<file path="config.mk">
export PLATFORM = sky130hd
export DESIGN_NAME = cesu8_byte_stream_decoder_unit
export DESIGN_NICKNAME = d
export VERILOG_FILES = /design/src/design/cbsd_pkg.sv /design/src/design/cesu8_byte_stream_decoder_unit.sv
export SDC_FILE = /design/constraint.sdc
export NUM_CORES = 1
export LEC_CHECK = 0
export ABC_AREA = 1
export BUFFER_PORTS_ARGS = -buffer_cell sky130_fd_sc_hd__buf_4
export CAP_MARGIN = 20
export CORE_MARGIN = 2
export CORE_UTILIZATION = 59
export CTS_CLUSTER_SIZE = 40
export DETAILED_ROUTE_END_ITERATION = 6
export GPL_ROUTABILITY_DRIVEN = 0
export HOLD_SLACK_MARGIN = 0.03
export PLACE_DENSITY = 0.86
export SLEW_MARGIN = 30
export SYNTH_ARGS = -nofsm -noshare
export SYNTH_HDL_FRONTEND = slang
export SYNTH_SLANG_ARGS = --single-unit
export TNS_END_PERCENT = 20
</file>
<file path="constraint.sdc">
create_clock -name i_clk -period 9.2 [get_ports i_clk]
set_input_delay 1.38 -clock i_clk [delete_from_list [all_inputs] [get_ports i_clk]]
set_output_delay 1.38 -clock i_clk [all_outputs]
set_load 0.01 [all_outputs]
</file>
<file path="src/design/cbsd_pkg.sv">
// Types and constants shared by the CESU-8 byte stream decoder.
package cbsd_pkg;

    // Result kinds.
    localparam logic [1:0] KIND_UNIT      = 2'd0;
    localparam logic [1:0] KIND_MALFORMED = 2'd1;
    localparam logic [1:0] KIND_TRUNCATED = 2'd2;

    // Configuration register indexes.
    localparam logic CFG_REPLACE_MODE     = 1'b0;
    localparam logic CFG_REPLACEMENT_UNIT = 1'b1;

    localparam logic [15:0] REPLACEMENT_RESET = 16'hFFFD;

    // Result queue geometry.
    localparam int RES_QUEUE_DEPTH = 4;
    localparam int RES_PTR_W       = $clog2(RES_QUEUE_DEPTH);
    localparam int RES_CNT_W       = $clog2(RES_QUEUE_DEPTH + 1);

    typedef struct packed {
        logic [7:0] data_byte;
        logic       end_of_input;
    } t_in_beat;

    typedef struct packed {
        logic [1:0]  result_kind;
        logic [15:0] code_unit;
        logic [1:0]  error_length;
        logic        last_of_run;
    } t_out_beat;

endpackage

</file>
<file path="src/design/cesu8_byte_stream_decoder_unit.sv">
// CESU-8 byte stream decoder: bytes in, UTF-16 code units and error reports out.
//
// One byte is taken per beat and decoded in the same cycle against the held
// sequence state; its results enter a four-entry result queue and appear on
// the output from the next cycle on. A byte is accepted every cycle as long
// as the queue has room for two results, so the input runs at one byte per
// clock while bytes give at most one result each and the output is not
// stalled. A byte that gives two results (an error followed by a re-read
// lead byte or a truncation) fills two beats of the single output port.
// Configuration writes take effect on the next byte.
module cesu8_byte_stream_decoder_unit (
    input  logic                 i_clk,
    input  logic                 i_rst_n,
    input  logic                 i_in_valid,
    output logic                 o_in_stall,
    input  cbsd_pkg::t_in_beat   i_in_beat,
    output logic                 o_out_valid,
    input  logic                 i_out_stall,
    output cbsd_pkg::t_out_beat  o_out_beat,
    input  logic                 i_cfg_wr_en,
    input  logic                 i_cfg_index,
    input  logic [15:0]          i_cfg_wr_data
);

    localparam int PTR_W = cbsd_pkg::RES_PTR_W;
    localparam int CNT_W = cbsd_pkg::RES_CNT_W;

    // Configuration.
    logic        r_replace_mode;
    logic [15:0] r_replacement_unit;

    // Open sequence state.
    logic [1:0] r_pending, n_pending;
    logic [1:0] r_exp_len, n_exp_len;
    logic [7:0] r_first,   n_first;
    logic [7:0] r_second,  n_second;

    // Result queue.
    cbsd_pkg::t_out_beat r_queue [cbsd_pkg::RES_QUEUE_DEPTH];
    logic [PTR_W-1:0]    r_wr_ptr, n_wr_ptr;
    logic [PTR_W-1:0]    r_rd_ptr, n_rd_ptr;
    logic [CNT_W-1:0]    r_count,  n_count;

    logic                in_fire;
    logic                out_fire;
    logic [1:0]          res_cnt;
    cbsd_pkg::t_out_beat res0;
    cbsd_pkg::t_out_beat res1;

    function automatic cbsd_pkg::t_out_beat make_beat(
        input logic [1:0]  kind,
        input logic [15:0] unit,
        input logic [1:0]  len,
        input logic        repl_mode,
        input logic [15:0] repl_unit
    );
        cbsd_pkg::t_out_beat beat;
        beat.result_kind  = kind;
        beat.code_unit    = unit;
        beat.error_length = len;
        beat.last_of_run  = 1'b0;
        if (kind != cbsd_pkg::KIND_UNIT) begin
            beat.code_unit = repl_mode ? repl_unit : 16'd0;
        end
        return beat;
    endfunction

    assign o_in_stall  = r_count > CNT_W'(cbsd_pkg::RES_QUEUE_DEPTH - 2);
    assign in_fire     = i_in_valid && !o_in_stall;
    assign o_out_valid = r_count != '0;
    assign out_fire    = o_out_valid && !i_out_stall;
    assign o_out_beat  = r_queue[r_rd_ptr];

    // Decode of one byte: up to two results and the new sequence state.
    always_comb begin
        logic [7:0]          b;
        logic                not_cont;
        logic                need_lead;
        cbsd_pkg::t_out_beat beat;
        logic [1:0]          held;

        b         = i_in_beat.data_byte;
        not_cont  = (b & 8'hC0) != 8'h80;
        need_lead = 1'b0;
        res_cnt   = 2'd0;
        res0      = '0;
        res1      = '0;
        beat      = '0;
        held      = 2'd0;
        n_pending = r_pending;
        n_exp_len = r_exp_len;
        n_first   = r_first;
        n_second  = r_second;

        if (r_pending == 2'd0) begin
            need_lead = 1'b1;
        end else if (r_pending == 2'd1 && r_exp_len == 2'd2) begin
            n_pending = 2'd0;
            n_exp_len = 2'd0;
            n_first   = 8'd0;
            n_second  = 8'd0;
            if (not_cont) begin
                res0      = make_beat(cbsd_pkg::KIND_MALFORMED, 16'd0, 2'd1,
                                      r_replace_mode, r_replacement_unit);
                res_cnt   = 2'd1;
                need_lead = 1'b1;
            end else begin
                res0    = make_beat(cbsd_pkg::KIND_UNIT, {5'd0, r_first[4:0], b[5:0]},
                                    2'd0, r_replace_mode, r_replacement_unit);
                res_cnt = 2'd1;
            end
        end else if (r_pending == 2'd1) begin
            // An E0 lead followed by 80-9F would be an overlong form.
            if ((r_first == 8'hE0 && (b & 8'hE0) == 8'h80) || not_cont) begin
                n_pending = 2'd0;
                n_exp_len = 2'd0;
                n_first   = 8'd0;
                n_second  = 8'd0;
                res0      = make_beat(cbsd_pkg::KIND_MALFORMED, 16'd0, 2'd1,
                                      r_replace_mode, r_replacement_unit);
                res_cnt   = 2'd1;
                need_lead = 1'b1;
            end else begin
                n_second  = b;
                n_pending = 2'd2;
            end
        end else begin
            n_pending = 2'd0;
            n_exp_len = 2'd0;
            n_first   = 8'd0;
            n_second  = 8'd0;
            if (not_cont) begin
                res0      = make_beat(cbsd_pkg::KIND_MALFORMED, 16'd0, 2'd2,
                                      r_replace_mode, r_replacement_unit);
                res_cnt   = 2'd1;
                need_lead = 1'b1;
            end else begin
                res0    = make_beat(cbsd_pkg::KIND_UNIT,
                                    {r_first[3:0], r_second[5:0], b[5:0]},
                                    2'd0, r_replace_mode, r_replacement_unit);
                res_cnt = 2'd1;
            end
        end

        // The byte read as a lead, either fresh or after a broken sequence.
        if (need_lead) begin
            if (b < 8'h80) begin
                beat = make_beat(cbsd_pkg::KIND_UNIT, {8'd0, b}, 2'd0,
                                 r_replace_mode, r_replacement_unit);
                if (res_cnt == 2'd0) res0 = beat; else res1 = beat;
                res_cnt = res_cnt + 2'd1;
            end else if (b inside {[8'hC2:8'hDF]}) begin
                n_first   = b;
                n_exp_len = 2'd2;
                n_pending = 2'd1;
            end else if (b inside {[8'hE0:8'hEF]}) begin
                n_first   = b;
                n_exp_len = 2'd3;
                n_pending = 2'd1;
            end else begin
                beat = make_beat(cbsd_pkg::KIND_MALFORMED, 16'd0, 2'd1,
                                 r_replace_mode, r_replacement_unit);
                if (res_cnt == 2'd0) res0 = beat; else res1 = beat;
                res_cnt = res_cnt + 2'd1;
            end
        end

        // A sequence still open at the final byte is reported as truncated.
        if (i_in_beat.end_of_input && n_pending != 2'd0) begin
            held      = n_pending;
            n_pending = 2'd0;
            n_exp_len = 2'd0;
            n_first   = 8'd0;
            n_second  = 8'd0;
            beat = make_beat(cbsd_pkg::KIND_TRUNCATED, 16'd0, held,
                             r_replace_mode, r_replacement_unit);
            if (res_cnt == 2'd0) res0 = beat; else res1 = beat;
            res_cnt = res_cnt + 2'd1;
        end

        if (res_cnt == 2'd1) begin
            res0.last_of_run = 1'b1;
        end else if (res_cnt == 2'd2) begin
            res1.last_of_run = 1'b1;
        end
    end

    always_comb begin
        logic [1:0] pushed;
        pushed   = in_fire ? res_cnt : 2'd0;
        n_wr_ptr = r_wr_ptr + PTR_W'(pushed);
        n_rd_ptr = r_rd_ptr + PTR_W'(out_fire);
        n_count  = r_count + CNT_W'(pushed) - CNT_W'(out_fire);
    end

    always_ff @(posedge i_clk) begin
        if (!i_rst_n) begin
            r_replace_mode     <= 1'b0;
            r_replacement_unit <= cbsd_pkg::REPLACEMENT_RESET;
            r_pending          <= 2'd0;
            r_exp_len          <= 2'd0;
            r_first            <= 8'd0;
            r_second           <= 8'd0;
            r_wr_ptr           <= '0;
            r_rd_ptr           <= '0;
            r_count            <= '0;
        end else begin
            if (i_cfg_wr_en) begin
                case (i_cfg_index)
                    cbsd_pkg::CFG_REPLACE_MODE:     r_replace_mode     <= i_cfg_wr_data[0];
                    cbsd_pkg::CFG_REPLACEMENT_UNIT: r_replacement_unit <= i_cfg_wr_data;
                    default: ;
                endcase
            end
            if (in_fire) begin
                r_pending <= n_pending;
                r_exp_len <= n_exp_len;
                r_first   <= n_first;
                r_second  <= n_second;
            end
            r_wr_ptr <= n_wr_ptr;
            r_rd_ptr <= n_rd_ptr;
            r_count  <= n_count;
        end
    end

    // Queue payload carries no reset.
    always_ff @(posedge i_clk) begin
        if (in_fire && res_cnt != 2'd0) begin
            r_queue[r_wr_ptr] <= res0;
        end
        if (in_fire && res_cnt == 2'd2) begin
            r_queue[r_wr_ptr + PTR_W'(1)] <= res1;
        end
    end

endmodule

</file>
# Word level (Yosys, flattened, before mapping)
# Memory sizes are Yosys's and may differ from the RTL's. A register that Yosys moved wholly into a read port is not among the register bits.
# Index checks and enable logic that the tools add are counted.
# W data, S select, Z words.
# op_classes
muxes	78
n_addsub	7
bitwise_logic	1
reduce_logical	21
eq_ne	8
n_lt_le_gt_ge	6
# ops
op	n
$mux W21	15
$mux W20	6
$mux W8	9
$mux W2	28
$mux W6	5
$ge A8 B8 Y1 const B	2
$le A8 B8 Y1 const B	2
$mux W16	1
$mux W1	13
$mux W11	1
$logic_and A1 B1 Y1	9
$eq A8 B8 Y1 const B	1
$lt A8 B8 Y1 const B	1
$add A2 B1 Y2 const B	3
$logic_not A2 Y1	3
$reduce_and A2 Y1	3
$eq A2 B1 Y1 const B	2
$eq A2 B2 Y1 const B	2
$reduce_bool A2 Y1	2
$add A3 B2 Y3	1
$eq A3 B3 Y1 const B	1
$gt A3 B2 Y1 const B	1
$reduce_bool A3 Y1	1
$sub A3 B1 Y3	1
other kinds (7)	8
# totals
wordCells	131
ramBits	84
memories	1
ff_bits	42
output_inout_bits	23
in_bits	31
# mem_list
name	depth	width	rd	rd_ports_with_merged_regs	write_ports	line_no	rtl
r_queue	4	21	1	1	2	cesu8_byte_stream_decoder_unit.sv:39	cbsd_pkg::t_out_beat r_queue [cbsd_pkg::RES_QUEUE_DEPTH];

# Logic depth before layout (Yosys ltp)
# Gate-level depths: netlist (run 1).
# depth
word_depth	18
ltp_mapped	24
mapped_depth_nobuf	22

# Least setup slack after synthesis (run 1)
# Ideal clock, no wire load.
# synth_path
path_type	input to register
startpoint	input i_in_beat[7] in the netlist's numbering
endpoint	register r_count[2]
slack_ps	4638
path_buffers	2
required_time_ps	9080
setup_ps	120
cell_stages	23
arrival_ps	4442
path_cell_list	inv_1 > nand2_2 > inv_2 > nand3_4 > nand2_2 > inv_1 > clkbuf_1 > ha_1 > and3_1 > nand2_1 > nand3_1 > nand2_1 > nand2_4 > buf_2 > nor2_1 > inv_1 > ha_1 > inv_1 > ha_1 > fa_1 > xor2_1 > o21ai_0 > a21oi_1
# synth_between
elab_chain_len	17
word_cells_on_any_way	40
cone_classes	4 x add/sub; 5 x order compare; 2 x eq/ne; 23 x mux; 6 x reduce/logical
# synth_rtl
element	line_no	rtl
start, declared	cesu8_byte_stream_decoder_unit.sv:16	input cbsd_pkg::t_in_beat i_in_beat,
$eq A3 B3 Y1	cesu8_byte_stream_decoder_unit.sv:114	if ((r_first == 8'hE0 && (b & 8'hE0) == 8'h80) || not_cont) begin
$logic_and A1 B1 Y1	cesu8_byte_stream_decoder_unit.sv:114	
$logic_or A1 B1 Y1	cesu8_byte_stream_decoder_unit.sv:114	
$mux W1 or $mux W2 (tied branches)	cesu8_byte_stream_decoder_unit.sv:114	
$mux W2	cesu8_byte_stream_decoder_unit.sv:112	end else if (r_pending == 2'd1) begin
$mux W2	cesu8_byte_stream_decoder_unit.sv:97	end else if (r_pending == 2'd1 && r_exp_len == 2'd2) begin
$mux W2	cesu8_byte_stream_decoder_unit.sv:95	if (r_pending == 2'd0) begin
$add A2 B1 Y2 or $mux W2 (tied branches)	cesu8_byte_stream_decoder_unit.sv:151, cesu8_byte_stream_decoder_unit.sv:164, cesu8_byte_stream_decoder_unit.sv:156	
$mux W2 (on tied branches)	cesu8_byte_stream_decoder_unit.sv:156, cesu8_byte_stream_decoder_unit.sv:152	
$mux W2 (on tied branches)	cesu8_byte_stream_decoder_unit.sv:152, cesu8_byte_stream_decoder_unit.sv:147	
$mux W2 (on tied branches)	cesu8_byte_stream_decoder_unit.sv:147, cesu8_byte_stream_decoder_unit.sv:146	
$mux W2 or $reduce_bool A2 Y1 (tied branches)	cesu8_byte_stream_decoder_unit.sv:146, cesu8_byte_stream_decoder_unit.sv:169	
$add A2 B1 Y2 or $logic_and A1 B1 Y1 (tied branches)	cesu8_byte_stream_decoder_unit.sv:178, cesu8_byte_stream_decoder_unit.sv:169	
$mux W2 *	cesu8_byte_stream_decoder_unit.sv:169	if (i_in_beat.end_of_input && n_pending != 2'd0) begin
$mux W2 *	cesu8_byte_stream_decoder_unit.sv:190	pushed = in_fire ? res_cnt : 2'd0;
$add A3 B2 Y3 *	cesu8_byte_stream_decoder_unit.sv:193	n_count = r_count + CNT_W'(pushed) - CNT_W'(out_fire);
$sub A3 B1 Y3 *	cesu8_byte_stream_decoder_unit.sv:193	
end signal, assigned	cesu8_byte_stream_decoder_unit.sv:223	r_count <= n_count;
end, declared	cesu8_byte_stream_decoder_unit.sv:42	logic [CNT_W-1:0] r_count, n_count;
# Every way passes the cells marked *; elsewhere a longest branch is shown, timed or not.
# A chain may end at the register's enable or synchronous reset.

==> impl_metrics.prom, run 1 <==
# TYPE chip_impl_metric gauge
chip_impl_info{name="run_status",value="completed"} 1
chip_impl_metric{name="maxCapViolations",unit=""} 0
chip_impl_info{name="critPathKind",value="in2reg"} 1
chip_impl_metric{name="clockBufferDepth",unit=""} 2
chip_impl_metric{name="critPathRequiredTime",unit="ps"} 9250
chip_impl_metric{name="ant_nets",unit=""} 0
chip_impl_metric{name="hpwlAfterDp",unit="mm"} 14.8
chip_impl_metric{name="post_cts_resized",unit=""} 0
chip_impl_metric{name="post_dp_cell_area",unit="µm²"} 8100
chip_impl_metric{name="antenna_violations_before_repair",unit=""} 0
chip_impl_metric{name="synth.distinct_cells",unit=""} 41
chip_impl_metric{name="finalCoreUtilization",unit=""} 0.681
chip_impl_metric{name="detail_route.first_pass.iterations",unit=""} 5
chip_impl_metric{name="post_cts_hold_buffer_count",unit=""} 0
chip_impl_metric{name="max_freq",unit="MHz"} 161
chip_impl_info{name="ys_dominant_reg_cell",value="sky130_fd_sc_hd__edfxtp_1"} 1
chip_impl_info{name="hold_path.class",value="reg2reg"} 1
chip_impl_metric{name="synth.ff_latch_count",unit=""} 126
chip_impl_metric{name="num_vias",unit=""} 7607
chip_impl_info{name="synthTopCellsByArea",value="sky130_fd_sc_hd__edfxtp_1, sky130_fd_sc_hd__nand2_1, sky130_fd_sc_hd__dfxtp_1, sky130_fd_sc_hd__nand4_1, sky130_fd_sc_hd__nor2_1"} 1
chip_impl_metric{name="finalSetupViolCount",unit=""} 0
chip_impl_metric{name="synth_top_cell_area_share",unit=""} 0.324
chip_impl_metric{name="die_w",unit="µm"} 119
chip_impl_metric{name="first_global_vias",unit=""} 6668
chip_impl_metric{name="yosys_warnings",unit=""} 0
chip_impl_metric{name="vdd_drop_max",unit="µV"} 111
chip_impl_metric{name="drt-total-wl",unit="mm"} 21.4
chip_impl_info{name="post_synth_most_frequent_cells",value="sky130_fd_sc_hd__nand2_1, sky130_fd_sc_hd__nor2_1, sky130_fd_sc_hd__nand4_1, sky130_fd_sc_hd__edfxtp_1, sky130_fd_sc_hd__o21ai_0"} 1
chip_impl_metric{name="post_drt_wl_per_cell",unit="µm"} 17.0
chip_impl_metric{name="dieHeight",unit="µm"} 119
chip_impl_metric{name="antenna_cells_inserted",unit=""} 0
chip_impl_info{name="yosysMostFrequentCell",value="sky130_fd_sc_hd__nand2_1"} 1
chip_impl_metric{name="synth_enable_flop_cells",unit=""} 84
chip_impl_metric{name="arrival",unit="ps"} 6270
chip_impl_metric{name="pin_count",unit=""} 54
chip_impl_metric{name="die_area",unit="µm²"} 14100
chip_impl_metric{name="mappedNetlistNets",unit=""} 1103
chip_impl_metric{name="detail_route.vias_per_cell",unit=""} 6.04
chip_impl_metric{name="proportion_of_layout_cells_with_a_drive_suffix_above_1",unit=""} 0.109
chip_impl_metric{name="design_power_total",unit="mW"} 1.99
chip_impl_info{name="cts_tree",value="yes"} 1
chip_impl_metric{name="normalized_max_slew_margin",unit=""} 0.391
chip_impl_metric{name="grt_pass1_wl",unit="mm"} 34.6
chip_impl_info{name="ctsRootBufferMaster",value="sky130_fd_sc_hd__clkbuf_16"} 1
chip_impl_metric{name="timing.final.crit_period",unit="ps"} 6220
chip_impl_metric{name="synth_sequential_area_ratio",unit=""} 0.432
chip_impl_metric{name="cts_buffers",unit=""} 17
chip_impl_metric{name="avgSynthCellArea",unit="µm²"} 7.31
chip_impl_metric{name="flow.area_growth_from_synthesis",unit="%"} 11.3
chip_impl_metric{name="asyncSetResetFlopFracSynth",unit=""} 0
chip_impl_metric{name="place.detailed.instances",unit=""} 1228
chip_impl_metric{name="cp_max_fo",unit=""} 80
chip_impl_metric{name="globalRouteTotalUtil",unit=""} 0.313
chip_impl_metric{name="global_route.overflow_total",unit=""} 0
chip_impl_metric{name="finalHoldViolations",unit=""} 0
chip_impl_metric{name="power.density",unit="nW/µm²"} 230
chip_impl_metric{name="synth.cell_area",unit="µm²"} 7780
chip_impl_metric{name="p_leak",unit="nW"} 3.92
chip_impl_metric{name="fp-row-count",unit=""} 41
chip_impl_metric{name="final.setup.tns",unit="ps"} 0
chip_impl_metric{name="postLayoutCellArea",unit="µm²"} 8660
chip_impl_metric{name="synthesis.instances",unit=""} 1064
chip_impl_metric{name="remaining_drc_errors",unit=""} 0
chip_impl_metric{name="cts.reportedPaths.clkPinSlew",unit="ps"} 60
chip_impl_metric{name="clkLatencyLatePin",unit="ps"} 430
chip_impl_metric{name="layout_worst_path_cycle_share",unit=""} 0.676
chip_impl_info{name="synth.largest_area_cell",value="sky130_fd_sc_hd__edfxtp_1"} 1
chip_impl_info{name="endpoint_kind_of_the_worst_setup_timing_path",value="flop"} 1
chip_impl_metric{name="io_buffer_count",unit=""} 53
chip_impl_metric{name="core_area",unit="µm²"} 12700
chip_impl_metric{name="floorplan.initialDensity",unit=""} 0.612
chip_impl_metric{name="drt-initial-drc-count",unit=""} 958
chip_impl_metric{name="htree_levels",unit=""} 4
chip_impl_metric{name="pin_count_of_the_biggest_net_entering_global_routing",unit=""} 83
chip_impl_info{name="cp_launch_type",value="input port"} 1
chip_impl_info{name="rsz_0062_raised_after_global_routing",value="false"} 1
chip_impl_metric{name="finClkSkew",unit="ps"} 11.2
chip_impl_metric{name="nets",unit=""} 1114
chip_impl_metric{name="timing.final.max_slew_violations",unit=""} 0
chip_impl_metric{name="post_cts_buffers",unit=""} 0
chip_impl_metric{name="final_cells",unit=""} 1259
chip_impl_metric{name="clock-sinks",unit=""} 126
chip_impl_metric{name="worst-slew-pin-transition",unit="ps"} 912
[cells in the final DEF (no fill, tap or decap), types with 6 or more instances in the layout]
| cell | netlist | layout |
|---|---|---|
| sky130_fd_sc_hd__dfxtp_1 | 42 | 42 |
| sky130_fd_sc_hd__nor2_1 | 104 | 104 |
| sky130_fd_sc_hd__inv_1 | 75 | 74 |
| sky130_fd_sc_hd__nand2_1 | 337 | 336 |
| sky130_fd_sc_hd__o211ai_1 | 11 | 11 |
| sky130_fd_sc_hd__buf_4 | 3 | 58 |
| sky130_fd_sc_hd__nand3_2 | 6 | 6 |
| sky130_fd_sc_hd__ha_1 | 7 | 7 |
| sky130_fd_sc_hd__clkbuf_16 | 0 | 17 |
| sky130_fd_sc_hd__o22ai_1 | 22 | 22 |
| sky130_fd_sc_hd__o21ai_0 | 77 | 77 |
| sky130_fd_sc_hd__edfxtp_1 | 84 | 84 |
| sky130_fd_sc_hd__nand3_1 | 59 | 59 |
| sky130_fd_sc_hd__nand2_2 | 5 | 6 |
| sky130_fd_sc_hd__nand4_1 | 85 | 85 |
| sky130_fd_sc_hd__a21oi_1 | 49 | 49 |
[worst paths after layout]
path	startpoint	endpoint	slack (ps)	depth (start not counted)
worst max register to register	r_pending[0]$_SDFFE_PN0P_	r_queue[1][1]$_DFFE_PP_	3780	16
worst min-delay path	r_first[7]$_SDFFE_PN0P_	r_first[7]$_SDFFE_PN0P_	460	2
worst max-delay path	i_in_beat[8]	r_queue[1][1]$_DFFE_PP_	2980	17
worst min register to register	r_first[7]$_SDFFE_PN0P_	r_first[7]$_SDFFE_PN0P_	460	2
[cells by family (layout without fill, tap and decap cells)]
group,Yosys count,in the layout,share of synthesized area
adder cells (fa/ha/maj),8,8,0.0138
XOR/XNOR,3,3,0.00338
flip-flops,126,126,0.432
AO/OA/AOI/OAI,166,166,0.116
AND/OR/NAND/NOR,614,614,0.353
buffers and inverters,147,170,0.0820
[flip-flops by register name, indices dropped and copies added, names as in the netlist]
register and flops:
r_exp_len 2, r_replacement_unit 16, r_replace_mode 1, r_first 8, r_second 6, r_count 3, r_rd_ptr 2, r_wr_ptr 2
r_queue 84, r_pending 2
[critical path, stage by stage]
cell and delay, ps:
sky130_fd_sc_hd__buf_4 180, sky130_fd_sc_hd__nand2_2 310, sky130_fd_sc_hd__inv_2 340, sky130_fd_sc_hd__nand3_4 150, sky130_fd_sc_hd__nand2_2 230, sky130_fd_sc_hd__inv_1 220, sky130_fd_sc_hd__ha_1 330, sky130_fd_sc_hd__and3_1 140
sky130_fd_sc_hd__nand2_1 70, sky130_fd_sc_hd__nand3_1 120, sky130_fd_sc_hd__inv_1 60, sky130_fd_sc_hd__ha_1 260, sky130_fd_sc_hd__or2_1 120, sky130_fd_sc_hd__nand2_2 110, sky130_fd_sc_hd__nor2_8 700, sky130_fd_sc_hd__nand3_2 620
sky130_fd_sc_hd__nand2_1 880
[where the power goes]
group	switching (mW)	total [mW]	internal [mW]
registers	0.0391	0.731	0.692
clock network	0.260	0.633	0.373
logic	0.415	0.626	0.211
[stage by stage]
stage	hold slack, ps	worst slack, ps
floorplan	441	4640
global placement	451	2790
detailed placement	455	2620
CTS	464	3040
global route	490	2510
finish	462	2980
[metal layers]
| metal | vias up | part of all wire | track usage |
|---|---|---|---|
| met3 | 63 | 0.11 | 0.0752 |
| li1 | 3647 | - | - |
| met5 | - | 0 | 0 |
| met4 | 0 | 0.033 | 0.117 |
| met1 | 3416 | 0.41 | 0.436 |
| met2 | 481 | 0.44 | 0.474 |
[layout make-up]
type	count	area (µm²)
Fill cell	1084	4060
Multi-Input combinational cell	791	3780
Inverter	81	304
Timing Repair Buffer	58	435
Tap cell	172	215
Clock buffer	17	425
Clock inverter	14	138
Sequential cell	126	3360
Note: power is estimated with default switching activity, not from simulation.
==> run 2: changes to the inputs <==
==> constraint.sdc (replaced) <==
create_clock -name i_clk -period 6.3 [get_ports i_clk]
set_input_delay 0.945 -clock i_clk [delete_from_list [all_inputs] [get_ports i_clk]]
set_output_delay 0.945 -clock i_clk [all_outputs]
set_load 0.01 [all_outputs]
==> run 2 against run 1 <==
The run now ends with design-rule violations left. Utilization up 0.75 points. Sequential power rose by 44%. Global-route usage down 0.34 points. Total power rose by 48%. Clock-buffer cell count increased by 1. Clock skew is 3.8 ps lower. Critical path type unchanged. Largest power group unchanged.
==> impl_metrics.prom, run 2 (synthesis results as in run 1) <==
# TYPE chip_impl_metric gauge
chip_impl_metric{name="antenna_cells_inserted",unit=""} 0
chip_impl_metric{name="normalized_max_slew_margin",unit=""} 0.435
chip_impl_metric{name="post_cts_hold_buffer_count",unit=""} 0
chip_impl_metric{name="die_w",unit="µm"} 119
chip_impl_metric{name="die_area",unit="µm²"} 14100
chip_impl_info{name="r2r_end",value="r_queue[0][12]$_DFFE_PP_"} 1
chip_impl_metric{name="timing.hold.worst_path_depth",unit=""} 2
chip_impl_metric{name="seqPwrFrac",unit=""} 0.356
chip_impl_info{name="most-common-layout-cells",value="sky130_fd_sc_hd__nand2_1, sky130_fd_sc_hd__nor2_1, sky130_fd_sc_hd__nand4_1"} 1
chip_impl_metric{name="clock-sinks",unit=""} 126
chip_impl_metric{name="num_vias",unit=""} 7656
chip_impl_metric{name="critPathRequiredTime",unit="ps"} 6390
chip_impl_metric{name="reg2reg_depth",unit=""} 18
chip_impl_metric{name="vdd_drop_max",unit="µV"} 208
chip_impl_info{name="biggestRegsByFlops",value="r_queue x84, r_replacement_unit x16, r_first x8"} 1
chip_impl_metric{name="remaining_drc_errors",unit=""} 4
chip_impl_metric{name="timing.final.crit_period",unit="ps"} 4810
chip_impl_metric{name="arrival",unit="ps"} 4900
chip_impl_metric{name="power_switching",unit="mW"} 1.01
chip_impl_metric{name="proportion_of_layout_cells_with_a_drive_suffix_above_1",unit=""} 0.113
chip_impl_metric{name="clockBufferDepth",unit=""} 2
chip_impl_info{name="delay_heaviest_family_cp",value="simple AND/OR/NAND/NOR gates"} 1
chip_impl_metric{name="detail_route.first_pass.iterations",unit=""} 7
chip_impl_metric{name="detail_route.vias_per_cell",unit=""} 6.03
chip_impl_info{name="final_common_cell",value="sky130_fd_sc_hd__nand2_1"} 1
chip_impl_metric{name="worst-slew-pin-transition",unit="ps"} 846
chip_impl_metric{name="dieHeight",unit="µm"} 119
chip_impl_metric{name="flow.area_growth_from_synthesis",unit="%"} 12.6
chip_impl_metric{name="finClkSkew",unit="ps"} 7.37
chip_impl_metric{name="nets",unit=""} 1125
chip_impl_metric{name="drt-initial-drc-count",unit=""} 803
chip_impl_metric{name="fp-row-count",unit=""} 41
chip_impl_metric{name="maxCapViolations",unit=""} 0
chip_impl_metric{name="floorplan.initialDensity",unit=""} 0.612
chip_impl_info{name="rsz_0062_raised_after_global_routing",value="false"} 1
chip_impl_metric{name="power.density",unit="nW/µm²"} 336
chip_impl_metric{name="first_global_vias",unit=""} 6917
chip_impl_metric{name="finalSetupViolCount",unit=""} 0
chip_impl_metric{name="crit_path_max_incr_delay",unit="ps"} 450
chip_impl_metric{name="final.setup.tns",unit="ps"} 0
chip_impl_metric{name="p_leak",unit="nW"} 3.99
chip_impl_metric{name="timing.reg2reg.setup_slack",unit="ps"} 1900
chip_impl_metric{name="globalRouteTotalUtil",unit=""} 0.309
chip_impl_metric{name="io_buffer_count",unit=""} 53
chip_impl_metric{name="cts_buffers",unit=""} 17
chip_impl_info{name="cp_launch_type",value="input port"} 1
chip_impl_metric{name="core_area",unit="µm²"} 12700
chip_impl_metric{name="pin_count",unit=""} 54
chip_impl_metric{name="post_cts_buffers",unit=""} 0
chip_impl_metric{name="ant_nets",unit=""} 0
chip_impl_info{name="ctsRootBufferMaster",value="sky130_fd_sc_hd__clkbuf_16"} 1
chip_impl_metric{name="htree_levels",unit=""} 4
chip_impl_metric{name="timing.final.max_slew_violations",unit=""} 0
chip_impl_metric{name="postLayoutCellArea",unit="µm²"} 8760
chip_impl_metric{name="antenna_violations_before_repair",unit=""} 0
chip_impl_metric{name="path_buf_inv",unit=""} 6
chip_impl_info{name="hold-path-endpoint",value="r_second[4]$_SDFFE_PN0P_"} 1
chip_impl_metric{name="max_freq",unit="MHz"} 208
chip_impl_info{name="run_status",value="finished with violations"} 1
chip_impl_metric{name="finalHoldViolations",unit=""} 0
chip_impl_metric{name="post_dp_cell_area",unit="µm²"} 8180
chip_impl_metric{name="cp_max_fo",unit=""} 45
chip_impl_metric{name="largest_register_ffs",unit=""} 84
chip_impl_metric{name="drt-total-wl",unit="mm"} 21.4
chip_impl_metric{name="global_route.overflow_total",unit=""} 0
chip_impl_metric{name="final_cells",unit=""} 1270
chip_impl_info{name="cts_tree",value="yes"} 1
chip_impl_metric{name="clkLatencyLatePin",unit="ps"} 430
chip_impl_metric{name="post_drt_wl_per_cell",unit="µm"} 16.8
chip_impl_info{name="critPathKind",value="in2reg"} 1
chip_impl_info{name="violations",value="design-rule violations"} 1
chip_impl_info{name="crit_path_top_delay_cell",value="sky130_fd_sc_hd__nor2_8"} 1
chip_impl_info{name="largest-register",value="r_queue"} 1
chip_impl_metric{name="grt_pass1_wl",unit="mm"} 34.6
chip_impl_metric{name="net_switching_fraction_of_the_power",unit=""} 0.342
chip_impl_metric{name="layout_worst_path_cycle_share",unit=""} 0.764
chip_impl_metric{name="power.share.clock",unit=""} 0.327
chip_impl_metric{name="hpwlAfterDp",unit="mm"} 14.4
chip_impl_info{name="hold_path_startpoint",value="r_second[4]$_SDFFE_PN0P_"} 1
chip_impl_metric{name="cts.reportedPaths.clkPinSlew",unit="ps"} 50
chip_impl_info{name="endpoint_kind_of_the_worst_setup_timing_path",value="flop"} 1
chip_impl_info{name="hold_path.class",value="reg2reg"} 1
chip_impl_metric{name="place.detailed.instances",unit=""} 1239
chip_impl_metric{name="n_fill_cell",unit=""} 1080
chip_impl_metric{name="p_int",unit="mW"} 1.94
chip_impl_info{name="rr_startpoint",value="r_pending[0]$_SDFFE_PN0P_"} 1
chip_impl_metric{name="pin_count_of_the_biggest_net_entering_global_routing",unit=""} 46
chip_impl_info{name="timing.critical_path.cells",value="buf_4, nand2_2, inv_2, nand3_4, nand2_2, inv_1, ha_1, and3_1, nand2_1, nand3_1, inv_1, ha_1, or2_1, nand2_2, nor2_8, nand3_2, buf_4, nand2_1, buf_4"} 1
chip_impl_metric{name="comb_power_share",unit=""} 0.317
chip_impl_metric{name="post_cts_resized",unit=""} 0
==> run 2: cell types whose count changed in the layout (fill, tap and decap cells not counted), moves of 2 or more <==
cell                         delta
sky130_fd_sc_hd__clkinv_2       +3
sky130_fd_sc_hd__clkinv_1       +3
sky130_fd_sc_hd__clkinv_4       -2
sky130_fd_sc_hd__buf_4         +11
sky130_fd_sc_hd__inv_6          -4
sky130_fd_sc_hd__bufinv_16      +2
sky130_fd_sc_hd__clkinvlp_4     -3
==> run 2: per-stage QoR <==
stage	hold slack (ps)	total power, mW	worst slack (ps)	util
2_1_floorplan	441	1.66	2170	-
3_3_place_gp	450	1.96	1280	0.643
3_5_place_dp	453	1.98	1160	0.643
4_1_cts	461	2.94	1600	0.688
5_1_grt	483	3.10	1180	0.688
6_report	460	2.95	1490	0.688
==> run 2: tightest hold or removal path: cells and delay by family (launching register included) <==
kind            cells  cell delay (ps)
compound gates      1               50
simple gates        1               60
flops               1              300
==> run 2: worst max path at each step <==
| stage | startpoint | endpoint | slack [ps] | cells after the start |
|---|---|---|---|---|
| 2_1_floorplan | i_in_beat[7] | r_count[2]$_SDFF_PN0_ | 2170 | 23 |
| 3_3_place_gp | i_in_beat[8] | r_count[2]$_SDFF_PN0_ | 1280 | 21 |
| 3_5_place_dp | i_in_beat[8] | r_queue[3][3]$_DFFE_PP_ | 1160 | 19 |
| 4_1_cts | i_in_beat[8] | r_queue[0][8]$_DFFE_PP_ | 1600 | 19 |
| 5_1_grt | i_in_beat[8] | r_queue[0][8]$_DFFE_PP_ | 1180 | 19 |
| 6_report | i_in_beat[8] | r_queue[0][12]$_DFFE_PP_ | 1490 | 19 |
==> run 2: layer usage <==
layer  global-route usage  share of wire  vias to the layer above
li1                     -              -                     3671
met1                0.417           0.40                     3443
met2                0.469           0.44                      458
met3               0.0699           0.11                       84
met4                0.156          0.046                        0
met5                    0              0                        -
==> run 2: final cells by class <==
cell class                      count  area, µm²  share of cell area
Clock buffer                       18        429              0.0490
Timing Repair Buffer               69        518              0.0592
Clock inverter                     13        149              0.0170
Tap cell                          172        215              0.0246
Inverter                           81        304              0.0347
Multi-Input combinational cell    791       3780               0.431
Sequential cell                   126       3360               0.384
==> run 2: power by group through the flow <==
stage | Sequential (mW) | Clock [mW] | Combinational [mW]
global placement | 1.06 | 0 | 0.899
detailed placement | 1.06 | 0 | 0.920
global route | 1.06 | 1.01 | 1.03
finish | 1.05 | 0.964 | 0.933
CTS | 1.05 | 0.969 | 0.922
floorplan | 1.05 | 0 | 0.611
